**src/hw/rtl/sdof_pkg.sv**
```systemverilog
// Shared types, constants and the microcode table for the SDOF oscillator block.
// Used by sdof_core and sdof_oscillator_response_top; no dependencies.
package sdof_pkg;

    localparam int W     = 48;   // Q16.32 word
    localparam int ACC_W = 52;   // exact sum of a few saturated words
    localparam int NREG  = 8;
    localparam int OPC_W = 5;
    localparam int PC_W  = 5;

    // configuration register indexes
    localparam logic [2:0] CFG_SIN   = 3'd0;
    localparam logic [2:0] CFG_COS   = 3'd1;
    localparam logic [2:0] CFG_WD    = 3'd2;
    localparam logic [2:0] CFG_DW    = 3'd3;
    localparam logic [2:0] CFG_W2I   = 3'd4;
    localparam logic [2:0] CFG_W2IDT = 3'd5;
    localparam logic [2:0] CFG_WDI   = 3'd6;
    localparam logic [2:0] CFG_RAMP  = 3'd7;

    localparam logic [W-1:0] COS_RESET = 48'h0001_0000_0000;

    // operand / destination codes
    localparam logic [OPC_W-1:0] OP_X        = 5'd0;
    localparam logic [OPC_W-1:0] OP_PREV     = 5'd1;
    localparam logic [OPC_W-1:0] OP_DISP     = 5'd2;
    localparam logic [OPC_W-1:0] OP_VEL      = 5'd3;
    localparam logic [OPC_W-1:0] OP_SN       = 5'd4;
    localparam logic [OPC_W-1:0] OP_CS       = 5'd5;
    localparam logic [OPC_W-1:0] OP_WD       = 5'd6;
    localparam logic [OPC_W-1:0] OP_DW       = 5'd7;
    localparam logic [OPC_W-1:0] OP_W2I      = 5'd8;
    localparam logic [OPC_W-1:0] OP_W2IDT    = 5'd9;
    localparam logic [OPC_W-1:0] OP_WDI      = 5'd10;
    localparam logic [OPC_W-1:0] OP_RAMP     = 5'd11;
    localparam logic [OPC_W-1:0] OP_DUG      = 5'd12;
    localparam logic [OPC_W-1:0] OP_GW2I     = 5'd13;
    localparam logic [OPC_W-1:0] OP_DUGW2I   = 5'd14;
    localparam logic [OPC_W-1:0] OP_DUGW2IDT = 5'd15;
    localparam logic [OPC_W-1:0] OP_RD       = 5'd16;
    localparam logic [OPC_W-1:0] OP_B        = 5'd17;
    localparam logic [OPC_W-1:0] OP_T        = 5'd18;
    localparam logic [OPC_W-1:0] OP_A        = 5'd19;
    localparam logic [OPC_W-1:0] OP_K1       = 5'd20;
    localparam logic [OPC_W-1:0] OP_K2       = 5'd21;
    localparam logic [OPC_W-1:0] OP_W2       = 5'd22;
    localparam logic [OPC_W-1:0] OP_M2DW     = 5'd23;
    localparam logic [OPC_W-1:0] OP_ACC      = 5'd24;

    localparam logic [PC_W-1:0] LAST_PC = 5'd30;

    typedef struct packed {
        logic             is_mul;
        logic [OPC_W-1:0] sel_a;
        logic [OPC_W-1:0] sel_b;
        logic             neg;
        logic             first;
        logic             last;
        logic [OPC_W-1:0] dest;
    } t_uop;

    function automatic t_uop mk(input logic m, input logic [OPC_W-1:0] a,
                                input logic [OPC_W-1:0] b, input logic n,
                                input logic f, input logic l,
                                input logic [OPC_W-1:0] d);
        t_uop u;
        u.is_mul = m; u.sel_a = a; u.sel_b = b;
        u.neg = n; u.first = f; u.last = l; u.dest = d;
        return u;
    endfunction

    // One row per step: a term (product or operand) added to or subtracted from the accumulator.
    function automatic t_uop uop_at(input logic [PC_W-1:0] pc);
        t_uop u;
        case (pc)
            5'd0:  u = mk(1'b0, OP_X,     OP_X,        1'b0, 1'b1, 1'b0, OP_X);
            5'd1:  u = mk(1'b0, OP_PREV,  OP_X,        1'b1, 1'b0, 1'b1, OP_DUG);
            5'd2:  u = mk(1'b1, OP_PREV,  OP_W2I,      1'b0, 1'b1, 1'b1, OP_GW2I);
            5'd3:  u = mk(1'b1, OP_DUG,   OP_W2I,      1'b0, 1'b1, 1'b1, OP_DUGW2I);
            5'd4:  u = mk(1'b1, OP_DUG,   OP_W2IDT,    1'b0, 1'b1, 1'b1, OP_DUGW2IDT);
            5'd5:  u = mk(1'b1, OP_RAMP,  OP_DUG,      1'b0, 1'b1, 1'b1, OP_RD);
            5'd6:  u = mk(1'b0, OP_DISP,  OP_X,        1'b0, 1'b1, 1'b0, OP_X);
            5'd7:  u = mk(1'b0, OP_GW2I,  OP_X,        1'b0, 1'b0, 1'b0, OP_X);
            5'd8:  u = mk(1'b0, OP_RD,    OP_X,        1'b1, 1'b0, 1'b1, OP_B);
            5'd9:  u = mk(1'b1, OP_DW,    OP_WDI,      1'b0, 1'b1, 1'b1, OP_T);
            5'd10: u = mk(1'b1, OP_WDI,   OP_VEL,      1'b0, 1'b1, 1'b0, OP_X);
            5'd11: u = mk(1'b1, OP_T,     OP_B,        1'b0, 1'b0, 1'b0, OP_X);
            5'd12: u = mk(1'b1, OP_WDI,   OP_DUGW2IDT, 1'b0, 1'b0, 1'b1, OP_A);
            5'd13: u = mk(1'b1, OP_A,     OP_SN,       1'b0, 1'b1, 1'b0, OP_X);
            5'd14: u = mk(1'b1, OP_B,     OP_CS,       1'b0, 1'b0, 1'b0, OP_X);
            5'd15: u = mk(1'b0, OP_RD,    OP_X,        1'b0, 1'b0, 1'b0, OP_X);
            5'd16: u = mk(1'b0, OP_GW2I,  OP_X,        1'b1, 1'b0, 1'b0, OP_X);
            5'd17: u = mk(1'b0, OP_DUGW2I, OP_X,       1'b1, 1'b0, 1'b1, OP_DISP);
            5'd18: u = mk(1'b1, OP_WD,    OP_CS,       1'b0, 1'b1, 1'b0, OP_X);
            5'd19: u = mk(1'b1, OP_DW,    OP_SN,       1'b1, 1'b0, 1'b1, OP_K1);
            5'd20: u = mk(1'b1, OP_WD,    OP_SN,       1'b0, 1'b1, 1'b0, OP_X);
            5'd21: u = mk(1'b1, OP_DW,    OP_CS,       1'b0, 1'b0, 1'b1, OP_K2);
            5'd22: u = mk(1'b1, OP_A,     OP_K1,       1'b0, 1'b1, 1'b0, OP_X);
            5'd23: u = mk(1'b1, OP_B,     OP_K2,       1'b1, 1'b0, 1'b0, OP_X);
            5'd24: u = mk(1'b0, OP_DUGW2IDT, OP_X,     1'b1, 1'b0, 1'b1, OP_VEL);
            5'd25: u = mk(1'b1, OP_WD,    OP_WD,       1'b0, 1'b1, 1'b0, OP_X);
            5'd26: u = mk(1'b1, OP_DW,    OP_DW,       1'b0, 1'b0, 1'b1, OP_W2);
            5'd27: u = mk(1'b0, OP_DW,    OP_X,        1'b1, 1'b1, 1'b0, OP_X);
            5'd28: u = mk(1'b0, OP_DW,    OP_X,        1'b1, 1'b0, 1'b1, OP_M2DW);
            5'd29: u = mk(1'b1, OP_M2DW,  OP_VEL,      1'b0, 1'b1, 1'b0, OP_X);
            5'd30: u = mk(1'b1, OP_W2,    OP_DISP,     1'b1, 1'b0, 1'b1, OP_ACC);
            default: u = mk(1'b0, OP_X, OP_X, 1'b0, 1'b0, 1'b0, OP_X);
        endcase
        return u;
    endfunction

endpackage

```
**src/hw/rtl/sdof_mul.sv**
```systemverilog
// Iterative Q16.32 multiplier: four 24x24 partial products, then round and saturate.
// Standalone; no package use.
module sdof_mul (
    input  logic               i_clk,
    input  logic               i_rst_n,
    input  logic               i_start,
    input  logic signed [47:0] i_a,
    input  logic signed [47:0] i_b,
    output logic               o_done,
    output logic signed [47:0] o_prod,
    output logic               o_clip
);
    logic [47:0] r_ma, r_mb;
    logic        r_neg;
    logic [95:0] r_acc;
    logic [2:0]  r_cnt;
    logic        r_busy;
    logic        r_done;
    logic signed [47:0] r_prod;
    logic        r_clip;

    logic [23:0] w_ha, w_hb;
    logic [47:0] w_pp;
    logic [95:0] w_pp_sh;
    logic [95:0] w_rsum;
    logic [63:0] w_rnd;
    logic signed [47:0] w_res;
    logic        w_clip;

    // partial product selected by the step count
    always_comb begin
        w_ha = r_cnt[0] ? r_ma[47:24] : r_ma[23:0];
        w_hb = r_cnt[1] ? r_mb[47:24] : r_mb[23:0];
        w_pp = w_ha * w_hb;
        case ({1'b0, r_cnt[0]} + {1'b0, r_cnt[1]})
            2'd0:    w_pp_sh = {48'd0, w_pp};
            2'd1:    w_pp_sh = {24'd0, w_pp, 24'd0};
            default: w_pp_sh = {w_pp, 48'd0};
        endcase
    end

    // round half away from zero on the magnitude, then clip
    always_comb begin
        w_rsum = r_acc + 96'h8000_0000;
        w_rnd  = w_rsum[95:32];
        w_clip = 1'b0;
        if (r_neg) begin
            if (w_rnd > 64'h0000_8000_0000_0000) begin
                w_clip = 1'b1;
                w_res  = 48'sh8000_0000_0000;
            end else begin
                w_res  = -$signed(w_rnd[47:0]);
            end
        end else begin
            if (w_rnd > 64'h0000_7FFF_FFFF_FFFF) begin
                w_clip = 1'b1;
                w_res  = 48'sh7FFF_FFFF_FFFF;
            end else begin
                w_res  = $signed(w_rnd[47:0]);
            end
        end
    end

    always_ff @(posedge i_clk) begin
        if (!i_rst_n) begin
            r_busy <= 1'b0;
            r_done <= 1'b0;
            r_cnt  <= 3'd0;
        end else begin
            r_done <= 1'b0;
            if (i_start) begin
                r_ma   <= i_a[47] ? 48'(-i_a) : i_a;
                r_mb   <= i_b[47] ? 48'(-i_b) : i_b;
                r_neg  <= i_a[47] ^ i_b[47];
                r_acc  <= 96'd0;
                r_cnt  <= 3'd0;
                r_busy <= 1'b1;
            end else if (r_busy) begin
                if (r_cnt == 3'd4) begin
                    r_prod <= w_res;
                    r_clip <= w_clip;
                    r_done <= 1'b1;
                    r_busy <= 1'b0;
                end else begin
                    r_acc <= r_acc + w_pp_sh;
                    r_cnt <= r_cnt + 3'd1;
                end
            end
        end
    end

    assign o_done = r_done;
    assign o_prod = r_prod;
    assign o_clip = r_clip;

endmodule

```
**src/hw/rtl/sdof_core.sv**
```systemverilog
// Microcoded sequencer, accumulator and state registers of the SDOF solver.
// Uses sdof_pkg (codes, microcode table) and sdof_mul.
module sdof_core (
    input  logic                 i_clk,
    input  logic                 i_rst_n,
    input  logic [7:0][47:0]     i_cfg,
    input  logic                 i_in_valid,
    input  logic                 i_record_start,
    input  logic signed [47:0]   i_sample,
    output logic                 o_in_ready,
    output logic                 o_res_valid,
    input  logic                 i_res_take,
    output logic signed [47:0]   o_disp,
    output logic signed [47:0]   o_vel,
    output logic signed [47:0]   o_acc,
    output logic                 o_clip
);
    localparam logic [1:0] S_IDLE  = 2'd0;
    localparam logic [1:0] S_RUN   = 2'd1;
    localparam logic [1:0] S_MWAIT = 2'd2;
    localparam logic [1:0] S_FIN   = 2'd3;

    localparam int AW = sdof_pkg::ACC_W;

    logic [1:0] r_state;
    logic [sdof_pkg::PC_W-1:0] r_pc;
    logic       r_have_prev;
    logic       r_clip;
    logic signed [AW-1:0] r_acc;
    logic signed [47:0] r_x, r_prev, r_disp, r_vel;
    logic signed [47:0] r_dug, r_gw2i, r_dugw2i, r_dugw2idt, r_rd, r_b, r_t;
    logic signed [47:0] r_a, r_k1, r_k2, r_w2, r_m2dw, r_accres;

    sdof_pkg::t_uop w_uop;
    logic signed [47:0] w_ops [32];
    logic       w_mul_start, w_mul_done, w_mul_clip;
    logic signed [47:0] w_mul_prod;
    logic       w_step;
    logic signed [47:0] w_term;
    logic signed [AW-1:0] w_base, w_sum;
    logic signed [47:0] w_sat;
    logic       w_sat_clip, w_term_clip;

    assign w_uop = sdof_pkg::uop_at(r_pc);

    // operand bus
    always_comb begin
        for (int i = 0; i < 32; i++) w_ops[i] = 48'sd0;
        w_ops[sdof_pkg::OP_X]        = r_x;
        w_ops[sdof_pkg::OP_PREV]     = r_prev;
        w_ops[sdof_pkg::OP_DISP]     = r_disp;
        w_ops[sdof_pkg::OP_VEL]      = r_vel;
        w_ops[sdof_pkg::OP_SN]       = $signed(i_cfg[sdof_pkg::CFG_SIN]);
        w_ops[sdof_pkg::OP_CS]       = $signed(i_cfg[sdof_pkg::CFG_COS]);
        w_ops[sdof_pkg::OP_WD]       = $signed(i_cfg[sdof_pkg::CFG_WD]);
        w_ops[sdof_pkg::OP_DW]       = $signed(i_cfg[sdof_pkg::CFG_DW]);
        w_ops[sdof_pkg::OP_W2I]      = $signed(i_cfg[sdof_pkg::CFG_W2I]);
        w_ops[sdof_pkg::OP_W2IDT]    = $signed(i_cfg[sdof_pkg::CFG_W2IDT]);
        w_ops[sdof_pkg::OP_WDI]      = $signed(i_cfg[sdof_pkg::CFG_WDI]);
        w_ops[sdof_pkg::OP_RAMP]     = $signed(i_cfg[sdof_pkg::CFG_RAMP]);
        w_ops[sdof_pkg::OP_DUG]      = r_dug;
        w_ops[sdof_pkg::OP_GW2I]     = r_gw2i;
        w_ops[sdof_pkg::OP_DUGW2I]   = r_dugw2i;
        w_ops[sdof_pkg::OP_DUGW2IDT] = r_dugw2idt;
        w_ops[sdof_pkg::OP_RD]       = r_rd;
        w_ops[sdof_pkg::OP_B]        = r_b;
        w_ops[sdof_pkg::OP_T]        = r_t;
        w_ops[sdof_pkg::OP_A]        = r_a;
        w_ops[sdof_pkg::OP_K1]       = r_k1;
        w_ops[sdof_pkg::OP_K2]       = r_k2;
        w_ops[sdof_pkg::OP_W2]       = r_w2;
        w_ops[sdof_pkg::OP_M2DW]     = r_m2dw;
        w_ops[sdof_pkg::OP_ACC]      = r_accres;
    end

    assign w_mul_start = (r_state == S_RUN) && w_uop.is_mul;

    sdof_mul u_mul (
        .i_clk   (i_clk),
        .i_rst_n (i_rst_n),
        .i_start (w_mul_start),
        .i_a     (w_ops[w_uop.sel_a]),
        .i_b     (w_ops[w_uop.sel_b]),
        .o_done  (w_mul_done),
        .o_prod  (w_mul_prod),
        .o_clip  (w_mul_clip)
    );

    // accumulate one term, saturate on the closing step
    always_comb begin
        w_step      = ((r_state == S_RUN) && !w_uop.is_mul) ||
                      ((r_state == S_MWAIT) && w_mul_done);
        w_term      = w_uop.is_mul ? w_mul_prod : w_ops[w_uop.sel_a];
        w_term_clip = w_uop.is_mul && w_mul_clip;
        w_base      = w_uop.first ? '0 : r_acc;
        w_sum       = w_uop.neg ? (w_base - AW'(w_term)) : (w_base + AW'(w_term));
        w_sat_clip  = 1'b0;
        w_sat       = w_sum[47:0];
        if (w_sum > AW'(48'sh7FFF_FFFF_FFFF)) begin
            w_sat      = 48'sh7FFF_FFFF_FFFF;
            w_sat_clip = 1'b1;
        end else if (w_sum < AW'(48'sh8000_0000_0000)) begin
            w_sat      = 48'sh8000_0000_0000;
            w_sat_clip = 1'b1;
        end
    end

    always_ff @(posedge i_clk) begin
        if (!i_rst_n) begin
            r_state     <= S_IDLE;
            r_pc        <= '0;
            r_have_prev <= 1'b0;
            r_prev      <= 48'sd0;
            r_disp      <= 48'sd0;
            r_vel       <= 48'sd0;
        end else begin
            unique case (r_state)
                S_IDLE: begin
                    if (i_in_valid) begin
                        if (i_record_start || !r_have_prev) begin
                            r_prev      <= i_sample;
                            r_disp      <= 48'sd0;
                            r_vel       <= 48'sd0;
                            r_have_prev <= 1'b1;
                        end else begin
                            r_x     <= i_sample;
                            r_pc    <= '0;
                            r_clip  <= 1'b0;
                            r_state <= S_RUN;
                        end
                    end
                end
                S_RUN: begin
                    if (w_uop.is_mul) begin
                        r_state <= S_MWAIT;
                    end else if (r_pc == sdof_pkg::LAST_PC) begin
                        r_state <= S_FIN;
                    end
                end
                S_MWAIT: begin
                    if (w_mul_done) begin
                        r_state <= (r_pc == sdof_pkg::LAST_PC) ? S_FIN : S_RUN;
                    end
                end
                S_FIN: begin
                    if (i_res_take) begin
                        r_prev  <= r_x;
                        r_state <= S_IDLE;
                    end
                end
                default: r_state <= S_IDLE;
            endcase

            if (w_step) begin
                if (w_term_clip || (w_uop.last && w_sat_clip)) r_clip <= 1'b1;
                if (w_uop.last) begin
                    case (w_uop.dest)
                        sdof_pkg::OP_DUG:      r_dug      <= w_sat;
                        sdof_pkg::OP_GW2I:     r_gw2i     <= w_sat;
                        sdof_pkg::OP_DUGW2I:   r_dugw2i   <= w_sat;
                        sdof_pkg::OP_DUGW2IDT: r_dugw2idt <= w_sat;
                        sdof_pkg::OP_RD:       r_rd       <= w_sat;
                        sdof_pkg::OP_B:        r_b        <= w_sat;
                        sdof_pkg::OP_T:        r_t        <= w_sat;
                        sdof_pkg::OP_A:        r_a        <= w_sat;
                        sdof_pkg::OP_DISP:     r_disp     <= w_sat;
                        sdof_pkg::OP_K1:       r_k1       <= w_sat;
                        sdof_pkg::OP_K2:       r_k2       <= w_sat;
                        sdof_pkg::OP_VEL:      r_vel      <= w_sat;
                        sdof_pkg::OP_W2:       r_w2       <= w_sat;
                        sdof_pkg::OP_M2DW:     r_m2dw     <= w_sat;
                        sdof_pkg::OP_ACC:      r_accres   <= w_sat;
                        default: ;
                    endcase
                end else begin
                    r_acc <= w_sum;
                end
                if (r_pc != sdof_pkg::LAST_PC) begin
                    r_pc <= r_pc + 1'b1;
                end
            end
        end
    end

    assign o_in_ready  = (r_state == S_IDLE);
    assign o_res_valid = (r_state == S_FIN);
    assign o_disp      = r_disp;
    assign o_vel       = r_vel;
    assign o_acc       = r_accres;
    assign o_clip      = r_clip;

`ifndef SYNTH
    a_done_in_wait: assert property (@(posedge i_clk) disable iff (!i_rst_n)
        w_mul_done |-> (r_state == S_MWAIT))
        else $error("multiplier finished outside its wait state");
    a_fin_at_end: assert property (@(posedge i_clk) disable iff (!i_rst_n)
        (r_state == S_FIN) |-> (r_pc == sdof_pkg::LAST_PC))
        else $error("result shown before the last microcode step");
    a_reset_rest: assert property (@(posedge i_clk)
        !i_rst_n |=> !r_have_prev)
        else $error("held sample survived reset");
`endif

endmodule

```
**config.mk**
```make
export PLATFORM = sky130hd
export DESIGN_NAME = sdof_core
export DESIGN_NICKNAME = d
export VERILOG_FILES = /design/src/hw/rtl/sdof_pkg.sv /design/src/hw/rtl/sdof_mul.sv /design/src/hw/rtl/sdof_core.sv
export SDC_FILE = /design/constraint.sdc
export NUM_CORES = 2
export LEC_CHECK = 0
export BUFFER_PORTS_ARGS = -buffer_cell sky130_fd_sc_hd__buf_2
export CAP_MARGIN = 40
export CORE_MARGIN = 2
export CORE_UTILIZATION = 56
export CTS_BUF_LIST = sky130_fd_sc_hd__clkbuf_16
export CTS_CLUSTER_DIAMETER = 60
export DETAILED_ROUTE_END_ITERATION = 8
export HOLD_SLACK_MARGIN = 0.03
export PLACE_DENSITY_LB_ADDON = 0.2
export SYNTH_ARGS = -nofsm -noshare
export SYNTH_HDL_FRONTEND = slang
export SYNTH_SLANG_ARGS = --single-unit
```
**constraint.sdc**
```tcl
create_clock -name i_clk -period 14.2 [get_ports i_clk]
set_input_delay 1.42 -clock i_clk [delete_from_list [all_inputs] [get_ports i_clk]]
set_output_delay 1.42 -clock i_clk [all_outputs]
set_load 0.05 [all_outputs]
```
==> impl_metrics.tcl <==
set metrics [dict create \
    arrival_ns 13.46 \
    path_common_cell "fa_1" \
    place_inst 11000 \
    cts-htree-levels 4 \
    cts_hold_buf 0 \
    ys_ff_latch 1143 \
    fin_crit_ns 12.93 \
    synthArstFlopShare_pct 0 \
    antenna_found_initial 31 \
    cp_max_fo 29 \
    critPathLaunchType "flip-flop" \
    hold_viol 0 \
    hold_start "r_have_prev" \
    clock_path_buffers 3 \
    setup_violations 0 \
    coreArea_um2 165000 \
    synthTopCellsByArea "edfxtp_1 (31%), mux4_2 (13%), fa_1 (10%)" \
    synth_top_cell_area_share_pct 31.1 \
    grt_pass1_wl_um 524000 \
    avgViaCountPerCell 6.80 \
    r2r-start "u_mul.r_cnt[1]" \
    clock_skew_ns 0.0434 \
    placed_cell_area_um2 98400 \
    cts_resized 0 \
    avgSynthCellArea_um2 11.0 \
    post-route-period-util_pct 91.0 \
    die-area_um2 170000 \
    slew_headroom_pct 22.6 \
    synth_flop_cell "edfxtp_1" \
    yosys_warnings 0 \
    gp_congestion 1.01 \
    hold_path_depth 2 \
    cts-root-buf "clkbuf_16" \
    io_pins 584 \
    synth_edf_count 967 \
    slowest_delay_ns 0.61 \
    critPathKind "flip-flop to flip-flop" \
    leakage_nw 39.7 \
    fmax_ghz 0.0773 \
    fp.dieW_um 412 \
    numCtsBuffers 141 \
    ys_seq_area_share_pct 34.9 \
    design_area_um2 103000 \
    min_path_type "flip-flop to flip-flop" \
    hpwl_um 278000 \
    synthesis.nets 9757 \
    crit_slowest_cell "a211oi_1" \
    status "finished clean" \
    rr_worst_depth 46 \
    power_density_nw_per_um2 82.0 \
    num_rows 149 \
    wirelength_um 369000 \
    start_util_pct 56.5 \
    ant_nets 0 \
    final_max_slew_viol_count 0 \
    drt_iter0_drc 10400 \
    ys_top_cells_by_count "edfxtp_1 (967), nand2_1 (883), nor2_1 (744), inv_1 (657), mux4_2 (533)" \
    grt_max_degree 105 \
    nNetsFinal 10200 \
    rr_endpoint "u_mul.r_acc[86]" \
    areaGrowthSynthToFinish_pct 10.6 \
    timing.setup.tns_ns 0 \
    syn_inst 8494 \
    reg_top3 "u_mul.r_acc: 96 flops, r_acc: 52 flops" \
    rsz0062_at_grt "false" \
    drive_gt1_share_pct 20.3 \
    drt_first_pass_iters 6 \
    cp-end-kind "flip-flop" \
    synth.most_common_cell "edfxtp_1" \
    clk_pin_slew_ns 0.06 \
    drc 0 \
    die_h_um 412 \
    instances_no_fill 11200 \
    cts_setup_buffers 0 \
    r2r_setup_slack_ns 1.27 \
    top_register "u_mul.r_acc" \
    overflow 0 \
    crit_start "u_mul.r_cnt[1]" \
    peakVddDrop_v 0.000102 \
    largest_register_ffs 96 \
    synth_cell_types 111 \
    worstSkewPairLatency_ns 0.84 \
    grtUsageTotal_pct 43.1 \
    hold_ws_ns 0.489 \
    cap_violations 0 \
    required_ns 14.73 \
    io_buffer_count 583 \
    worstMarginPinSlew_ns 1.13 \
    synth_top_cell_by_area "edfxtp_1" \
    avgRoutedWirePerCell_um 32.9 \
    cts_tree "yes" \
    grt_pass1_vias 74800 \
    vias 76400 \
    cts_sinks 1143 \
    synthesis.area_um2 93300 \
    holdPathEnd "r_have_prev" \
]
-- placed cells by master, fill, tap and decap left out, types with 74 or more instances in the layout --
master     Yosys  layout
a21o_1       164     164
a21oi_1      452     452
and2_1        86      85
and3_1        81      81
buf_2         73     588
buf_4         67     199
clkbuf_16      0     142
dfxtp_1      176     161
edfxtp_1     967     967
fa_1         484     484
ha_1         342     342
inv_1        657     689
mux2_2        74      74
mux2i_1      362     352
mux4_2       533     533
nand2_1      883     880
nand3_1      138     138
nor2_1       744     727
nor2b_1       98      93
o21ai_0      292     290
xnor2_1      220     220
xor2_1       143     143
-- layer usage --
layer | routed length [µm] | GRT usage (%) | up-vias
met5 | 66 | 0 | -
met4 | 30700 | 29.5 | 10
met3 | 41700 | 10.9 | 1232
met2 | 167000 | 66.8 | 5317
met1 | 130000 | 53.2 | 38000
li1 | - | - | 31900
-- power by group --
group          internal [mW]  switching, mW  total, mW
registers               3.77         0.0177       3.79
logic                  0.319          0.684       1.00
clock network           2.08           1.59       3.67
total                   6.17           2.29       8.46
-- worst max-delay path: cells and delay by family (launching register included) --
family	cells	cell delay [ns]
adder cells (fa/ha/maj)	9	4.38
multiplexers	1	0.27
AO/OA/AOI/OAI	20	5.13
flip-flops	1	0.56
buffers and inverters	9	1.31
AND/OR/NAND/NOR	5	0.63
XOR/XNOR	2	0.35
-- layout make-up --
class	instances	area, µm²
fillers	13300	62000
clock inverters	122	1130
inverters	662	2490
flip-flops and latches	1143	32600
multi-input cells	6152	55700
well taps	2189	2740
diodes	14	35.0
repair buffers	813	4930
clock buffers	142	3550
-- per-stage QoR --
step | utilization, % | setup slack [ns] | power, mW
2_1_floorplan | - | 2.83 | 4.44
3_3_place_gp | 59.2 | 1.52 | 4.80
3_5_place_dp | 59.6 | 1.44 | 4.82
4_1_cts | 62.4 | 1.41 | 8.42
5_1_grt | 62.4 | 0.664 | 8.62
6_report | 62.4 | 1.27 | 8.46
-- logic make-up (layout without fill, tap and decap cells) --
group / after synthesis / count (layout) / share of synthesized area [%]
mux: 973 / 973 / 17.7
buf+inv: 1199 / 1739 / 5.70
flops: 1143 / 1143 / 34.9
compound gates: 1610 / 1610 / 11.6
xor+xnor: 365 / 365 / 3.45
fa+ha+maj: 826 / 826 / 15.0
other cells: 0 / 14 / 0
simple gates: 2378 / 2378 / 11.6
-- how the worst max path moves through the flow --
stage / to / slack, ns
final: u_mul.r_acc[86] / 1.27
after global routing: u_mul.r_acc[86] / 0.66
after CTS: u_mul.r_acc[86] / 1.41
after detailed placement: u_mul.r_acc[86] / 1.44
after global placement: u_mul.r_acc[86] / 1.52
after floorplan: u_mul.r_acc[86] / 2.83
No activity file was read; power rests on OpenSTA's default activity.
